### src/sv/f2i_pkg.sv
// Package for the float to integer converter.
// Holds register indexes, width codes and the stage payload types. No dependencies.
package f2i_pkg;
    localparam int unsigned AddrW = 4;
    localparam logic [1:0] RegFormat = 2'd0;
    localparam logic [1:0] RegWidth  = 2'd1;
    localparam logic [1:0] RegSigned = 2'd2;
    localparam logic [1:0] Width8  = 2'd0;
    localparam logic [1:0] Width16 = 2'd1;
    localparam logic [1:0] Width32 = 2'd2;
    localparam logic [1:0] Width64 = 2'd3;

    typedef struct packed {
        logic        dbl;
        logic [1:0]  wcode;
        logic        sgn;
    } t_cfg;

    typedef struct packed {
        logic        nan;
        logic        big;
        logic        neg;
        logic        zero;
        logic [63:0] sig;
        logic [6:0]  shl;
        logic [6:0]  shr;
        logic        left;
        logic        last;
        t_cfg        cfg;
    } t_s1;

    typedef struct packed {
        logic        nan;
        logic        big;
        logic        neg;
        logic [64:0] mag;
        logic        last;
        t_cfg        cfg;
    } t_s2;

    typedef struct packed {
        logic [63:0] res;
        logic        sat;
        logic        nan;
        logic        last;
    } t_s3;
endpackage

### src/sv/float_to_int_round_half_away.sv
// Float to integer converter, rounding half away from zero.
// Each input transfer is registered in r_s1, r_s2 and r_s3 in turn before it reaches the output.
// Throughput: one item per cycle; the pipeline advances when the output is free.
// Reset is synchronous, active low: clears valid bits and loads register defaults.
// Depends on f2i_pkg and f2i_core.
module float_to_int_round_half_away import f2i_pkg::*; (
    input  logic             i_clk,
    input  logic             i_rst_n,
    input  logic             s_axis_tvalid,
    output logic             s_axis_tready,
    input  logic [63:0]      s_axis_tdata,  // value_bits
    input  logic             s_axis_tlast,  // last_in
    output logic             m_axis_tvalid,
    input  logic             m_axis_tready,
    output logic [63:0]      m_axis_tdata,  // int_result
    output logic [1:0]       m_axis_tuser,  // saturated, invalid
    output logic             m_axis_tlast,  // last_out
    input  logic             psel,
    input  logic             penable,
    input  logic             pwrite,
    input  logic [AddrW-1:0] paddr,
    input  logic [31:0]      pwdata,
    output logic [31:0]      prdata,
    output logic             pready
);
    t_cfg r_cfg;
    logic en, cv;
    t_s3  cd;

    assign pready = 1'b1;
    assign en = m_axis_tready || !m_axis_tvalid;
    assign s_axis_tready = en;

    always_ff @(posedge i_clk) begin
        if (!i_rst_n) begin
            r_cfg <= '{dbl: 1'b0, wcode: Width32, sgn: 1'b1};
        end else if (psel && penable && pwrite && paddr[1:0] == 2'b00) begin
            case (paddr[3:2])
                RegFormat: r_cfg.dbl <= pwdata[0];
                RegWidth:  r_cfg.wcode <= pwdata[1:0];
                RegSigned: r_cfg.sgn <= pwdata[0];
                default: ;
            endcase
        end
    end

    always_comb begin
        case (paddr[3:2])
            RegFormat: prdata = {31'd0, r_cfg.dbl};
            RegWidth:  prdata = {30'd0, r_cfg.wcode};
            RegSigned: prdata = {31'd0, r_cfg.sgn};
            default:   prdata = '0;
        endcase
    end

    f2i_core u_core (
        .i_clk(i_clk), .i_rst_n(i_rst_n), .i_en(en), .i_valid(s_axis_tvalid),
        .i_bits(s_axis_tdata), .i_last(s_axis_tlast), .i_cfg(r_cfg),
        .o_valid(cv), .o_data(cd)
    );

    assign m_axis_tvalid = cv;
    assign m_axis_tdata = cd.res;
    assign m_axis_tuser = {cd.nan, cd.sat};
    assign m_axis_tlast = cd.last;
endmodule

### src/sv/f2i_core.sv
// Three-stage conversion datapath: unpack, shift and round, clamp.
// Depends on f2i_pkg.
module f2i_core import f2i_pkg::*; (
    input  logic        i_clk,
    input  logic        i_rst_n,
    input  logic        i_en,
    input  logic        i_valid,
    input  logic [63:0] i_bits,
    input  logic        i_last,
    input  t_cfg        i_cfg,
    output logic        o_valid,
    output t_s3         o_data
);
    logic [2:0] r_v;
    t_s1 r_s1, n_s1;
    t_s2 r_s2, n_s2;
    t_s3 r_s3, n_s3;

    always_comb begin
        logic [10:0] e;
        logic [51:0] f;
        logic signed [12:0] k;
        n_s1 = '0;
        n_s1.cfg = i_cfg;
        n_s1.last = i_last;
        if (i_cfg.dbl) begin
            n_s1.neg = i_bits[63];
            e = i_bits[62:52];
            f = i_bits[51:0];
            n_s1.nan = (e == 11'h7FF) && (f != '0);
            n_s1.big = (e == 11'h7FF) && (f == '0);
            n_s1.sig = {11'd0, 1'b1, f};
            k = $signed({2'b0, e}) - 13'sd1075;
            n_s1.big = n_s1.big || (e != 11'h7FF && k > 13'sd11);
        end else begin
            n_s1.neg = i_bits[31];
            e = {3'd0, i_bits[30:23]};
            f = {29'd0, i_bits[22:0]};
            n_s1.nan = (e == 11'hFF) && (f != '0);
            n_s1.big = (e == 11'hFF) && (f == '0);
            n_s1.sig = {40'd0, 1'b1, f[22:0]};
            k = $signed({2'b0, e}) - 13'sd150;
            n_s1.big = n_s1.big || (e != 11'hFF && k > 13'sd40);
        end
        n_s1.zero = (e == '0) || (!i_cfg.dbl && k < -13'sd24) || (i_cfg.dbl && k < -13'sd53);
        n_s1.left = (k >= 0);
        n_s1.shl = k[6:0];
        n_s1.shr = 7'(-k);
    end

    always_comb begin
        logic [63:0] q;
        logic        h;
        n_s2.nan = r_s1.nan;
        n_s2.big = r_s1.big;
        n_s2.neg = r_s1.neg;
        n_s2.last = r_s1.last;
        n_s2.cfg = r_s1.cfg;
        q = r_s1.sig >> r_s1.shr;
        h = r_s1.sig[6'(r_s1.shr - 7'd1)];
        if (r_s1.nan || r_s1.big || r_s1.zero) begin
            n_s2.mag = '0;
        end else if (r_s1.left) begin
            n_s2.mag = {1'b0, r_s1.sig << r_s1.shl[5:0]};
        end else begin
            n_s2.mag = {1'b0, q} + {64'd0, h};
        end
    end

    always_comb begin
        logic [63:0] lim, umax;
        logic        over;
        lim = 64'd1 << (7'd7 + (7'd8 << r_s2.cfg.wcode) - 7'd8);
        umax = (r_s2.cfg.wcode == Width64) ? '1 : ((lim << 1) - 64'd1);
        over = r_s2.big || r_s2.mag[64];
        n_s3.nan = r_s2.nan;
        n_s3.last = r_s2.last;
        n_s3.res = '0;
        n_s3.sat = 1'b0;
        if (!r_s2.nan) begin
            if (r_s2.cfg.sgn) begin
                if (!r_s2.neg) begin
                    if (over || r_s2.mag[63:0] > lim - 64'd1) begin
                        n_s3.res = lim - 64'd1;
                        n_s3.sat = 1'b1;
                    end else begin
                        n_s3.res = r_s2.mag[63:0];
                    end
                end else if (over || r_s2.mag[63:0] > lim) begin
                    n_s3.res = 64'd0 - lim;
                    n_s3.sat = 1'b1;
                end else begin
                    n_s3.res = 64'd0 - r_s2.mag[63:0];
                end
            end else if (r_s2.neg) begin
                n_s3.sat = over || (r_s2.mag != '0);
            end else if (over || r_s2.mag[63:0] > umax) begin
                n_s3.res = umax;
                n_s3.sat = 1'b1;
            end else begin
                n_s3.res = r_s2.mag[63:0];
            end
        end
    end

    always_ff @(posedge i_clk) begin
        if (!i_rst_n) begin
            r_v <= '0;
        end else if (i_en) begin
            r_v <= {r_v[1:0], i_valid};
        end
        if (i_en) begin
            r_s1 <= n_s1;
            r_s2 <= n_s2;
            r_s3 <= n_s3;
        end
    end

    assign o_valid = r_v[2];
    assign o_data = r_s3;
endmodule

### config.mk
export PLATFORM = sky130hd
export DESIGN_NAME = float_to_int_round_half_away
export DESIGN_NICKNAME = d
export VERILOG_FILES = /design/src/sv/f2i_pkg.sv /design/src/sv/float_to_int_round_half_away.sv /design/src/sv/f2i_core.sv
export SDC_FILE = /design/constraint.sdc
export NUM_CORES = 1
export LEC_CHECK = 0
export BUFFER_PORTS_ARGS = -buffer_cell sky130_fd_sc_hd__buf_4
export CAP_MARGIN = 30
export CORE_MARGIN = 2
export CORE_UTILIZATION = 60
export DETAILED_ROUTE_END_ITERATION = 16
export PLACE_DENSITY_LB_ADDON = 0.3
export SETUP_SLACK_MARGIN = 0.02
export SYNTH_ARGS = -nofsm -noshare
export SYNTH_HDL_FRONTEND = slang
export SYNTH_SLANG_ARGS = --single-unit
export TNS_END_PERCENT = 30
### constraint.sdc
create_clock -name i_clk -period 6.85 [get_ports i_clk]
set_clock_uncertainty 0.2 [all_clocks]
set_input_delay 0.685 -clock i_clk [delete_from_list [all_inputs] [get_ports i_clk]]
set_output_delay 0.685 -clock i_clk [all_outputs]
set_load 0.005 [all_outputs]
==> key figures <==
Run status
  • Status: finished, final reports clean

CTS
  • CTS tree: built
  • Root buffer cell: clkbuf_16
  • TritonCTS buffer count: 26
  • Reg clk slew, reported paths: 0.06 ns
  • Hold-fix buffers, CTS: 0
  • Clock Latency Late Sink: 0.58 ns
  • Clock sink count: 219
  • Post-CTS sizing: 0
  • Buffer depth of the longest clock path: 3
  • H-tree levels: 1
  • Post CTS Setup Buffer Count: 0

Placement
  • GP Congestion: 1.12
  • Placed cell count: 3,184
  • Port bufs: 148
  • Post-DP HPWL: 67.5 mm

Timing
  • Max Fclk: 174 MHz
  • Slew Limit Headroom: 13.5%
  • Final setup violation count: 0
  • Final Cycle Share: 84.1%
  • Max-slew violation count: 0
  • Hold Violations, Final: 0
  • Fin Setup TNS: 0 ns
  • RSZ-0062 raised after global routing: no
  • Worst Tran Pin Value: 1.30 ns
  • Min Tclk post-route: 5.76 ns

Routing
  • DRT antenna net count: 0
  • DRC: 0
  • First drt pass iteration count: 7
  • Final WL: 89.4 mm
  • Vias/cell: 7.37
  • Iter 0 DRT Violations: 3,623
  • Via count: 23,815
  • Mean routed wirelength per cell: 27.7 um

Synthesis
  • Count of different cell masters after synthesis: 103
  • Combinational family with the most area after synthesis: multiplexers
  • Compound-Gate Fraction of Synth Area: 17.5%
  • Post-Synth Adder-Cell Area: 5.96%
  • Post-Syn Instances: 2,667
  • Post-synth ARST share: 0%
  • Post-Syn Area per Cell: 9.22 um^2
  • Synth warn: 0
  • Sequential share of the synthesized area: 26.5%
  • #FFs+latches synth: 219
  • Synth Area in XOR/XNOR: 2.96%
  • Number of synthesized flops with an enable pin: 212
  • Top cells by area, synth: edfxtp_1, mux4_2, ha_1
  • Multiplexer share of the synthesized area: 21.1%
  • Main synth FF type: edfxtp_1
  • Synth Area in Simple Gates: 19.6%
  • Post-synthesis cell area: 24,600 um^2
  • Post-synth top area cell: edfxtp_1
  • Post-synth top area share: 25.9%

Critical path
  • Crit-path max cell delay: 0.80 ns
  • WP buf/inv: 2
  • Instance count on the critical path: 17
  • Critical-path top delay cell: nor4_2
  • Worst EP required: 7.09 ns
  • Crit Path Class: reg2reg
  • Critical Path Fanout Max: 14
  • Delay-heaviest family, CP: simple AND/OR/NAND/NOR gates
  • Crit-path cells: inv_1 > ha_1 > xnor2_1 > mux2i_1 > nor2_1 > o21ai_0 > o21ai_0 > nand3b_1 > a31oi_1 > ha_1 > nand4_1 > or3_1 > nor4_2 > buf_4 > nand4b_1 > a21oi_1 > o21a_1
  • R2R depth: 17
  • Crit end category: flip-flop
  • CP Data Arrival Time: 6.00 ns
  • Critical Path Start Type: flip-flop

Global routing
  • Largest net degree at the start of global routing: 138
  • Vias in the first global route: 21,845
  • Overall Global Routing Usage: 41.5%
  • GRT overflow: 0
  • Initial antenna violation count: 1
  • Global-route wire length before repair: 133 mm

Final layout
  • ANT cells: 0
  • Area grow syn2layout: 7.82%
  • Fin nets: 2,905
  • Fin util: 65.2%
  • Final Instance Count excl. Fillers: 3,232
  • Layout cells sized above 1: 18.5%
  • Fillers: 3,314

Floorplanning
  • Die Span Y: 206 um
  • Core Rows: 74
  • Initial Utilization: 60.5%
  • Die ar.: 42,600 um^2
  • Chip width: 206 um
  • Core area: 40,600 um^2
  • Boundary Pins: 210

Job
  • Max-cap check violation count: 0

Power
  • Pleak: 10.6 nW
  • VDD IR-drop max: 0.239 mV
  • Power per cell area: 217 nW/um^2
  • Final Power: 5.74 mW

Worst hold path
  • Hold Crit Class: in2reg
  • Hold depth: 1
[placed cells by master (no fill, tap or decap), types with 13 or more instances in the layout]
cell type and count:
o211ai_1 24, o21a_1 13, o22ai_1 64, a21o_1 40, o21ai_0 159, nor2b_1 26, or3_1 24, or2_2 19
conb_1 31, xor2_1 29, a211oi_1 30, and3_1 19, nand4_1 47, nand2b_1 30, mux4_2 118, edfxtp_1 212
a31oi_1 25, mux4_1 19, a21oi_1 146, mux2_2 82, buf_4 197, nand2_1 252, nor2_1 232, xnor2_1 54
nor3_1 60, nor4_1 33, mux2i_1 107, clkbuf_16 30, nand3_1 96, and2_1 41, nor3b_1 13, ha_1 117
or4_1 19, inv_1 46
[area by class of cell]
type	instances	area (um^2)	share of cell area (%)
multi-input combinational	2177	16600	62.8
sequential	219	6510	24.5
timing repair buffer	203	1600	6.03
clock buffer	37	787	2.97
tap	532	666	2.51
inverter	53	206	0.779
clock inverter	11	103	0.387
[registers in the layout, summed over array words and instances (netlist names)]
| register | flops |
|---|---|
| u_core.r_s1 | 67 |
| u_core.n_s2 | 7 |
| u_core.r_s2 | 69 |
| u_core.o_data | 67 |
| u_core.n_s3 | 2 |
| r_cfg | 4 |
| u_core.r_v | 3 |
[cell families (layout without fill, tap and decap cells)]
logic type               Yosys count  after routing
other                              2             31
AND/OR/NAND/NOR                  959            959
flip-flops                       219            219
buffers and inverters            300            304
XOR/XNOR                          83             83
adder cells (fa/ha/maj)          117            117
AO/OA/AOI/OAI                    659            659
multiplexers                     328            328
[per-stage QoR]
step	area, um^2	hold WS, ns	setup slack, ns
floorplan	24700	0.200	0.646
global placement	25600	0.205	1.40
detailed placement	25600	0.205	1.29
CTS	26500	0.0788	1.26
global route	26500	0.0851	0.792
finish	26500	0.0916	1.09
[Yosys cell counts (25+ instances only)]
cell type  instances
a211oi_1          30
a21o_1            40
a21oi_1          147
a31oi_1           25
and2_1            41
buf_2             36
buf_4             46
clkbuf_1         133
edfxtp_1         212
ha_1             117
inv_1             47
mux2_2            82
mux2i_1          107
mux4_2           118
nand2_1          252
nand2b_1          30
nand3_1           96
nand4_1           47
nor2_1           232
nor2b_1           26
nor3_1            61
nor4_1            33
o21ai_0          159
o22ai_1           64
xnor2_1           54
xor2_1            29
[power by group]
| part | switching (mW) | total [mW] | internal, mW |
|---|---|---|---|
| clock | 0.583 | 1.43 | 0.843 |
| combinational | 1.44 | 2.43 | 0.993 |
| sequential | 0.202 | 1.88 | 1.68 |
| total | 2.23 | 5.74 | 3.52 |
[metal layers]
metal	vias up	track usage, %	share of wire (%)
li1	10265	-	-
met1	11184	53.5	36
met2	1913	65.6	44
met3	451	8.20	12
met4	2	23.0	7.4
met5	-	0	0.020
[worst register-to-register path, delay by kind of cell, from the launching register on]
kind	cells	cell delay [ns]
AOI/OAI and AO/OA	5	1.22
and+or+nand+nor	6	1.77
muxes	1	0.17
adders and majority gates	2	0.61
xor gates and xnor gates	1	0.65
DFF	1	0.41
buffers and inverters	2	0.60
[path summary, 6_finish.rpt]
kind,startpoint,slack [ns],endpoint
worst max-delay path,u_core.r_s1[7]$_DFFE_PP_,1.09,u_core.r_s2[44]$_SDFFCE_PP0P_
worst min-delay path,s_axis_tdata[4],0.09,u_core.r_s1[24]$_DFFE_PP_
worst max register to register,u_core.r_s1[7]$_DFFE_PP_,1.09,u_core.r_s2[44]$_SDFFCE_PP0P_
worst min register to register,u_core.n_s2[0]$_DFFE_PP_,0.21,u_core.r_s2[0]$_DFFE_PP_
Power figures use the tool's default switching activity.
